$ cat src/rtl/button_debounce_long_press_repeat_unit_assert.svh
// ----------------------------------------------------------------------------
// Assertion macros for the button debounce unit
// Shared property forms, clocked on clk and disabled during reset.
// ----------------------------------------------------------------------------
`ifndef BUTTON_DEBOUNCE_LONG_PRESS_REPEAT_UNIT_ASSERT_SVH
`define BUTTON_DEBOUNCE_LONG_PRESS_REPEAT_UNIT_ASSERT_SVH

// Same-cycle implication
`define BDLPR_ASSERT_IMP(lbl, ante, cons) \
    lbl: assert property (@(posedge clk) disable iff (!rst_n) (ante) |-> (cons)) \
        else $error("button debounce: same-cycle check failed");

// Next-cycle implication
`define BDLPR_ASSERT_NXT(lbl, ante, cons) \
    lbl: assert property (@(posedge clk) disable iff (!rst_n) (ante) |=> (cons)) \
        else $error("button debounce: next-cycle check failed");

`endif

$ cat src/rtl/bdlpr_pkg.sv
// ----------------------------------------------------------------------------
// bdlpr_pkg
// Shared types, register indexes and reset values of the debounce unit.
// ----------------------------------------------------------------------------
package bdlpr_pkg;

    // Default timestamp width
    localparam int TIME_BITS_DEF = 32;

    // Field widths
    localparam int NOW_W   = 32;
    localparam int DEB_W   = 16;
    localparam int LONG_W  = 32;
    localparam int HOLD_W  = 32;
    localparam int CFG_AW  = 3;
    localparam int CFG_DW  = 32;
    localparam int IN_DW   = 40;
    localparam int OUT_DW  = 8;

    // Register reset values
    localparam logic [DEB_W-1:0]  DEBOUNCE_RST    = 16'd50;
    localparam logic              LOW_PRESSED_RST = 1'b1;
    localparam logic [LONG_W-1:0] LONG_PRESS_RST  = 32'd1000;
    localparam logic [HOLD_W-1:0] HOLD_INT_RST    = 32'd200;
    localparam logic              LONG_EN_RST     = 1'b0;
    localparam logic              HOLD_EN_RST     = 1'b0;

    // Register indexes
    typedef enum logic [CFG_AW-1:0] {
        REG_DEBOUNCE    = 3'd0,
        REG_LOW_PRESSED = 3'd1,
        REG_LONG_PRESS  = 3'd2,
        REG_HOLD_INT    = 3'd3,
        REG_LONG_EN     = 3'd4,
        REG_HOLD_EN     = 3'd5
    } cfg_idx_t;

    // Configuration register set
    typedef struct packed {
        logic [DEB_W-1:0]  debounce_ms;
        logic              low_pressed;
        logic [LONG_W-1:0] long_press_ms;
        logic [HOLD_W-1:0] hold_interval_ms;
        logic              long_press_enable;
        logic              hold_enable;
    } cfg_t;

    // One result beat
    typedef struct packed {
        logic is_down;
        logic hold_event;
        logic long_press_event;
        logic released_event;
        logic pressed_event;
    } result_t;

endpackage

$ cat src/rtl/bdlpr_cfg.sv
// ----------------------------------------------------------------------------
// bdlpr_cfg
// Configuration register file with a plain indexed write port.
// ----------------------------------------------------------------------------
module bdlpr_cfg
    import bdlpr_pkg::*;
(
    input  logic              clk,
    input  logic              rst_n,
    input  logic              cfg_we,
    input  logic [CFG_AW-1:0] cfg_addr,
    input  logic [CFG_DW-1:0] cfg_wdata,
    output cfg_t              cfg
);

    cfg_t cfg_reg;
    cfg_t cfg_next;

    // Decode the write
    always_comb
    begin
        cfg_next = cfg_reg;
        if (cfg_we)
        begin
            unique case (cfg_idx_t'(cfg_addr))
                REG_DEBOUNCE:    cfg_next.debounce_ms       = cfg_wdata[DEB_W-1:0];
                REG_LOW_PRESSED: cfg_next.low_pressed       = cfg_wdata[0];
                REG_LONG_PRESS:  cfg_next.long_press_ms     = cfg_wdata[LONG_W-1:0];
                REG_HOLD_INT:    cfg_next.hold_interval_ms  = cfg_wdata[HOLD_W-1:0];
                REG_LONG_EN:     cfg_next.long_press_enable = cfg_wdata[0];
                REG_HOLD_EN:     cfg_next.hold_enable       = cfg_wdata[0];
                default:         cfg_next = cfg_reg;
            endcase
        end
    end

    // Hold the registers
    always_ff @(posedge clk or negedge rst_n)
    begin
        if (!rst_n)
        begin
            cfg_reg.debounce_ms       <= DEBOUNCE_RST;
            cfg_reg.low_pressed       <= LOW_PRESSED_RST;
            cfg_reg.long_press_ms     <= LONG_PRESS_RST;
            cfg_reg.hold_interval_ms  <= HOLD_INT_RST;
            cfg_reg.long_press_enable <= LONG_EN_RST;
            cfg_reg.hold_enable       <= HOLD_EN_RST;
        end
        else
        begin
            cfg_reg <= cfg_next;
        end
    end

    assign cfg = cfg_reg;

endmodule

$ cat src/rtl/bdlpr_core.sv
// ----------------------------------------------------------------------------
// bdlpr_core
// Debounce, press tracking and long-press / hold timing for one sample.
// ----------------------------------------------------------------------------
module bdlpr_core
    import bdlpr_pkg::*;
#(
    parameter int TIME_BITS = TIME_BITS_DEF
)
(
    input  logic             clk,
    input  logic             rst_n,
    input  cfg_t             cfg,
    input  logic             accept,
    input  logic             raw_level,
    input  logic [NOW_W-1:0] now_ms,
    output result_t          result
);

    // Compare width covers both the time span and the 32-bit thresholds
    localparam int CMP_W = (TIME_BITS > LONG_W) ? TIME_BITS : LONG_W;

    logic                 prev_raw_reg, prev_raw_next;
    logic                 stable_reg, stable_next;
    logic [TIME_BITS-1:0] change_time_reg, change_time_next;
    logic [TIME_BITS-1:0] press_start_reg, press_start_next;
    logic                 long_fired_reg, long_fired_next;
    logic                 rep_started_reg, rep_started_next;
    logic [TIME_BITS-1:0] rep_time_reg, rep_time_next;

    logic [TIME_BITS-1:0] now_t;
    logic [TIME_BITS-1:0] quiet_span;
    logic [TIME_BITS-1:0] press_span;
    logic [TIME_BITS-1:0] rep_span;
    logic                 level_ok;
    logic                 new_press;
    logic                 down;
    logic                 reached;
    logic                 long_fired_eff;
    logic                 rep_started_eff;
    logic                 hold_go;

    assign now_t = TIME_BITS'(now_ms);

    // Step logic
    always_comb
    begin
        result           = '0;
        prev_raw_next    = raw_level;
        change_time_next = (raw_level != prev_raw_reg) ? now_t : change_time_reg;
        quiet_span       = now_t - change_time_next;

        // Accept the raw level once it has been quiet long enough
        level_ok    = (CMP_W'(quiet_span) > CMP_W'(cfg.debounce_ms))
                      && (raw_level != stable_reg);
        stable_next = level_ok ? raw_level : stable_reg;
        down        = (stable_next == ~cfg.low_pressed);
        new_press   = level_ok && down;
        result.pressed_event  = new_press;
        result.released_event = level_ok && !down;

        press_start_next = new_press ? now_t : press_start_reg;
        long_fired_eff   = new_press ? 1'b0 : long_fired_reg;
        rep_started_eff  = new_press ? 1'b0 : rep_started_reg;

        // Press duration is zero in the step that starts a press
        press_span = now_t - press_start_reg;
        reached    = new_press ? (cfg.long_press_ms == '0)
                               : (CMP_W'(press_span) >= CMP_W'(cfg.long_press_ms));

        // One-shot long press
        result.long_press_event = down && cfg.long_press_enable
                                  && !long_fired_eff && reached;
        long_fired_next = long_fired_eff | result.long_press_event;

        // Hold repeat timing
        rep_span = now_t - rep_time_reg;
        hold_go  = down && cfg.hold_enable && reached
                   && (!rep_started_eff
                       || (CMP_W'(rep_span) >= CMP_W'(cfg.hold_interval_ms)));
        result.hold_event = hold_go && (rep_started_eff || !cfg.long_press_enable);
        rep_time_next    = hold_go ? now_t : rep_time_reg;
        rep_started_next = rep_started_eff | hold_go;

        result.is_down = down;
    end

    // Advance the state on each accepted beat
    always_ff @(posedge clk or negedge rst_n)
    begin
        if (!rst_n)
        begin
            prev_raw_reg    <= 1'b0;
            stable_reg      <= 1'b0;
            change_time_reg <= '0;
            press_start_reg <= '0;
            long_fired_reg  <= 1'b0;
            rep_started_reg <= 1'b0;
            rep_time_reg    <= '0;
        end
        else if (accept)
        begin
            prev_raw_reg    <= prev_raw_next;
            stable_reg      <= stable_next;
            change_time_reg <= change_time_next;
            press_start_reg <= press_start_next;
            long_fired_reg  <= long_fired_next;
            rep_started_reg <= rep_started_next;
            rep_time_reg    <= rep_time_next;
        end
    end

endmodule

$ cat src/rtl/button_debounce_long_press_repeat_unit.sv
// ----------------------------------------------------------------------------
// button_debounce_long_press_repeat_unit
// The result of an accepted sample beat is registered and presented in the next cycle.
// Throughput: one sample per cycle while results are taken; the result register frees as it is taken.
// The per-sample state update is a single pass of compare logic.
// Reset: state, configuration and result valid return to their defaults; result data is not reset.
// ----------------------------------------------------------------------------
module button_debounce_long_press_repeat_unit
    import bdlpr_pkg::*;
#(
    parameter int TIME_BITS = TIME_BITS_DEF
)
(
    input  logic              clk,
    input  logic              rst_n,
    // Sample stream
    input  logic              s_axis_tvalid,
    output logic              s_axis_tready,
    input  logic [IN_DW-1:0]  s_axis_tdata,   // [0] raw_level, [32:1] now_ms, rest zero
    // Result stream
    output logic              m_axis_tvalid,
    input  logic              m_axis_tready,
    output logic [OUT_DW-1:0] m_axis_tdata,   // [0] pressed_event, [1] released_event,
                                              // [2] long_press_event, [3] hold_event,
                                              // [4] is_down, rest zero
    // Configuration write port
    input  logic              cfg_we,
    input  logic [CFG_AW-1:0] cfg_addr,
    input  logic [CFG_DW-1:0] cfg_wdata
);

`include "button_debounce_long_press_repeat_unit_assert.svh"

    cfg_t    cfg;
    result_t step_res;
    logic    in_accept;

    logic    out_valid_reg, out_valid_next;
    result_t out_data_reg;

    logic    both_edges;
    logic    down_event;

    bdlpr_cfg u_cfg (
        .clk       (clk),
        .rst_n     (rst_n),
        .cfg_we    (cfg_we),
        .cfg_addr  (cfg_addr),
        .cfg_wdata (cfg_wdata),
        .cfg       (cfg)
    );

    bdlpr_core #(
        .TIME_BITS (TIME_BITS)
    ) u_core (
        .clk       (clk),
        .rst_n     (rst_n),
        .cfg       (cfg),
        .accept    (in_accept),
        .raw_level (s_axis_tdata[0]),
        .now_ms    (s_axis_tdata[NOW_W:1]),
        .result    (step_res)
    );

    // Take a beat whenever the result register is empty or draining
    assign s_axis_tready = !out_valid_reg || m_axis_tready;
    assign in_accept     = s_axis_tvalid && s_axis_tready;

    always_comb
    begin
        out_valid_next = out_valid_reg;
        if (in_accept)
            out_valid_next = 1'b1;
        else if (m_axis_tready)
            out_valid_next = 1'b0;
    end

    // Result register
    always_ff @(posedge clk or negedge rst_n)
    begin
        if (!rst_n)
            out_valid_reg <= 1'b0;
        else
            out_valid_reg <= out_valid_next;
    end

    always_ff @(posedge clk)
    begin
        if (in_accept)
            out_data_reg <= step_res;
    end

    assign m_axis_tvalid = out_valid_reg;
    assign m_axis_tdata  = OUT_DW'(out_data_reg);

    // Checks
    assign both_edges = out_data_reg.pressed_event && out_data_reg.released_event;
    assign down_event = out_data_reg.hold_event || out_data_reg.long_press_event
                        || out_data_reg.pressed_event;

    `BDLPR_ASSERT_NXT(a_beat_lands, in_accept, m_axis_tvalid)
    `BDLPR_ASSERT_IMP(a_press_release_excl, m_axis_tvalid, !both_edges)
    `BDLPR_ASSERT_IMP(a_events_need_down, m_axis_tvalid && down_event, out_data_reg.is_down)
    `BDLPR_ASSERT_IMP(a_release_is_up, m_axis_tvalid && out_data_reg.released_event, !out_data_reg.is_down)

endmodule
$ cat config.mk
export PLATFORM = sky130hd
export DESIGN_NAME = button_debounce_long_press_repeat_unit
export DESIGN_NICKNAME = d
export VERILOG_FILES = /design/src/rtl/bdlpr_pkg.sv /design/src/rtl/bdlpr_cfg.sv /design/src/rtl/bdlpr_core.sv /design/src/rtl/button_debounce_long_press_repeat_unit.sv
export VERILOG_INCLUDE_DIRS = /design/src /design/src/rtl
export SDC_FILE = /design/constraint.sdc
export NUM_CORES = 1
export LEC_CHECK = 0
export ABC_AREA = 1
export BUFFER_PORTS_ARGS = -buffer_cell sky130_fd_sc_hd__buf_4
export CAP_MARGIN = 10
export CORE_MARGIN = 2
export CORE_UTILIZATION = 50
export CTS_CLUSTER_DIAMETER = 200
export CTS_CLUSTER_SIZE = 20
export DETAILED_ROUTE_END_ITERATION = 7
export GPL_TIMING_DRIVEN = 0
export PLACE_DENSITY = 0.73
export SYNTH_ARGS = -nofsm -noshare
export SYNTH_HDL_FRONTEND = slang
export SYNTH_HIERARCHICAL = 1
export SYNTH_SLANG_ARGS = --single-unit
$ cat constraint.sdc
create_clock -name clk -period 4.9 [get_ports clk]
set_clock_uncertainty 0.15 [all_clocks]
set_input_delay 0.98 -clock clk [delete_from_list [all_inputs] [get_ports clk]]
set_output_delay 0.98 -clock clk [all_outputs]
set_load 0.005 [all_outputs]
==> Flow_metrics.wiki <==
{| class="wikitable"
! Metric !! Value
|-
| Result of the run || finished with violations
|-
| Violated checks || setup timing
|-
| Portion of the post-synthesis area used by sequential elements || 0.313
|-
| Final-layout worst hold slack || 0.312 ns
|-
| Die extent in x || 179 um
|-
| Final-report setup violation count || 69
|-
| Starting density of the core || 0.510
|-
| Post-route ant nets || 0
|-
| Minimum period implied by the final worst setup slack || 5.27 ns
|-
| Clock Tree Buf Depth || 2
|-
| Slowest stage cell, crit path || sky130_fd_sc_hd__ha_1
|-
| Most common cell after layout, fill and taps aside || sky130_fd_sc_hd__nand2_1
|-
| Top FF cell, synth || sky130_fd_sc_hd__dfrtp_1
|-
| Number of maximum-capacitance constraint violations || 0
|-
| Final worst setup slack || -0.371 ns
|-
| Tightest Pin Transition || 0.888 ns
|-
| CTS tree || yes
|-
| Post-synthesis sequential element count || 189
|-
| Post-detailed-placement cell area || 0.0164 mm^2
|-
| Cell repeated most along the worst path || sky130_fd_sc_hd__nand2_4
|-
| Number of instances in the synthesized netlist || 2158
|-
| Final instance area || 0.0192 mm^2
|-
| Floorplan die area || 0.0319 mm^2
|-
| Leading post-synthesis cells by cell area || sky130_fd_sc_hd__dfrtp_1, sky130_fd_sc_hd__nand2_1, sky130_fd_sc_hd__ha_1
|-
| HPWL after DPL || 34.8 mm
|-
| Layout cell share with drive strength beyond 1 || 0.235
|-
| Number of synthesized flops with an enable pin || 5
|-
| TritonCTS buffer count || 17
|-
| Final hold vios || 0
|-
| Number of flip-flops under the largest register name || 83
|-
| Via count of the first global-routing pass || 14109
|-
| Met1 Routed Length || 20.3 mm
|-
| Setup repair after global routing missed its margin || yes
|-
| Kind of launch point of the worst setup path || input pin
|-
| Vias per inst || 5.58
|-
| Path class of the lowest-slack min-delay path || reg2reg
|-
| Row count || 63
|-
| Number of design-rule violations left by the first detailed-router iteration || 1269
|-
| Number of sinks handled by clock tree synthesis || 189
|-
| Top layer in use || met4
|-
| Final Routed Wirelength || 48.7 mm
|-
| Power Dens Cells || 527 mW/mm^2
|-
| Cell area after technology mapping || 0.0153 mm^2
|-
| Vias || 15368
|-
| Worst skew pair latency || 0.45 ns
|-
| Largest voltage drop on the vdd net || 362 uV
|-
| Final net count || 2596
|-
| Dominant cell type by area after synthesis || sky130_fd_sc_hd__dfrtp_1
|-
| Met3 Routed Length || 3.04 mm
|-
| Pre-CTS setup slack || -1.82 ns
|-
| Yosys cell types || 55
|-
| Weighted congestion reported at the end of routability-driven placement || 0.927
|-
| Clock edge transition at the registers on the reported setup and hold paths || 0.07 ns
|-
| Leftover overflow at the end of global routing || 0
|-
| Yosys warnings || 6
|-
| Max stage delay on crit path || 0.32 ns
|-
| Part of the cycle the worst path needs || 1.08
|-
| Area growth from synthesis to final layout || 26.2%
|-
| Aggregate global-route resource usage || 0.289
|-
| Peak Freq || 0.190 GHz
|-
| Leakage dissipation || 0.00987 uW
|-
| Die height || 179 um
|-
| Global-route wire length before repair || 71.3 mm
|-
| Routed wire length per instance || 17.7 um
|-
| Endpoint kind of the worst setup timing path || flop
|-
| Crit Path Class || in2reg
|-
| Most frequent cells in the layout || sky130_fd_sc_hd__nand2_1, sky130_fd_sc_hd__inv_1, sky130_fd_sc_hd__dfrtp_1
|-
| Area share of the largest cell type after synthesis || 0.281
|-
| Clock H-tree levels || 4
|-
| Initial antenna violation count || 1
|-
| Post-synthesis async set-or-reset flop share || 0.974
|-
| Largest fanout on the critical path || 5
|-
| Number of placed I/O pins || 90
|-
| Required time of the critical path || 5.09 ns
|-
| Clock tree root buffer cell || sky130_fd_sc_hd__clkbuf_16
|-
| CP arrival || 5.46 ns
|-
| IO Port Bufs || 79
|-
| Fill cell total of the finished layout || 2520
|-
| Avg Cell Area, Syn || 7.07 um^2
|-
| Area inside the core boundary || 0.0299 mm^2
|-
| Pins Over Slew Limit || 0
|-
| DR pass1 iterations || 6
|-
| Total of hold buffers inserted after clock tree synthesis || 0
|-
| Worst rel slew slack || 0.404
|-
| Pin count of the biggest net entering global routing || 94
|-
| DR WL met2 || 23.0 mm
|-
| DRC || 0
|}
[worst paths after layout]
path | from | end | slack, ns | depth (start not counted)
setup / recovery | s_axis_tdata[0] | u_core/rep_time_reg[30] | -0.37 | 35
hold / removal | u_cfg/cfg[68] | u_cfg/cfg[68] | 0.31 | 2
setup reg to reg | u_core/prev_raw_reg | u_core/rep_time_reg[30] | -0.26 | 33
hold reg to reg | u_cfg/cfg[68] | u_cfg/cfg[68] | 0.31 | 2
max in group asynchronous | rst_n | u_core/rep_time_reg[21] | 3.28 | 2
min in group asynchronous | rst_n | u_cfg/cfg[38] | 0.41 | 1
[layout make-up]
type | instances | area, um^2 | area share
Clock buffer | 19 | 443 | 0.0230
Buffer | 52 | 490 | 0.0255
Antenna cell | 1 | 2.50 | 0.000130
Multi-Input combinational cell | 1579 | 10200 | 0.531
Sequential cell | 189 | 4770 | 0.248
Clock inverter | 12 | 114 | 0.00592
Timing Repair Buffer | 171 | 1420 | 0.0737
Tap cell | 390 | 488 | 0.0254
Inverter | 341 | 1310 | 0.0679
[worst max-delay path: cells and delay by family]
family | cells | cell delay (ns)
AOI/OAI and AO/OA | 4 | 0.33
xor gates and xnor gates | 1 | 0.19
adders and majority gates | 2 | 0.64
buffers and inverters | 7 | 0.87
and+or+nand+nor | 21 | 2.41
[layer usage]
metal,track usage,vias to the layer above
met5,0,-
met4,0.126,0
met3,0.0320,148
met2,0.474,600
met1,0.385,7299
li1,-,7321
[through the flow]
step	cells	total power, uW	setup TNS [ns]	util
finish	2754	10100	-16.98	0.644
global route	2753	11000	-25.90	0.644
CTS	2707	9230	-17.53	0.597
detailed placement	2630	7400	-111.74	0.550
global placement	2629	7210	-106.97	0.549
floorplan	2160	6120	0	-
[synthesized netlist by cell type, drive strengths merged, types with 8 or more instances]
cell type,n
a211oi,9
a21boi,15
a21oi,121
a31oi,8
buf,36
clkbuf,16
dfrtp,171
dfstp,13
ha,163
inv,340
nand2,702
nand3,165
nand4,16
nor2,100
nor3,17
nor4,10
o21ai,135
o21bai,8
xnor2,24
xor2,51
[what timing repair did]
action	CTS	global route
setup buffers	42	43
gates cloned	4	3
gates resized for setup	126	266
pin swaps	45	125
setup endpoints to repair	72	71
[cells by family after synthesis]
logic type / Yosys count / share of synthesized area
buffers and inverters: 393 / 0.108
adders and majority gates: 165 / 0.136
DFF: 189 / 0.313
AOI/OAI and AO/OA: 319 / 0.116
other: 1 / 0.000246
and+or+nand+nor: 1016 / 0.284
xor gates and xnor gates: 75 / 0.0431
[report_power, final]
group          internal [uW]  total [uW]  switching [uW]
clock network            717        1380             666
registers               2020        2310             297
logic                   2670        6440            3780
Power figures use the tool's default switching activity.
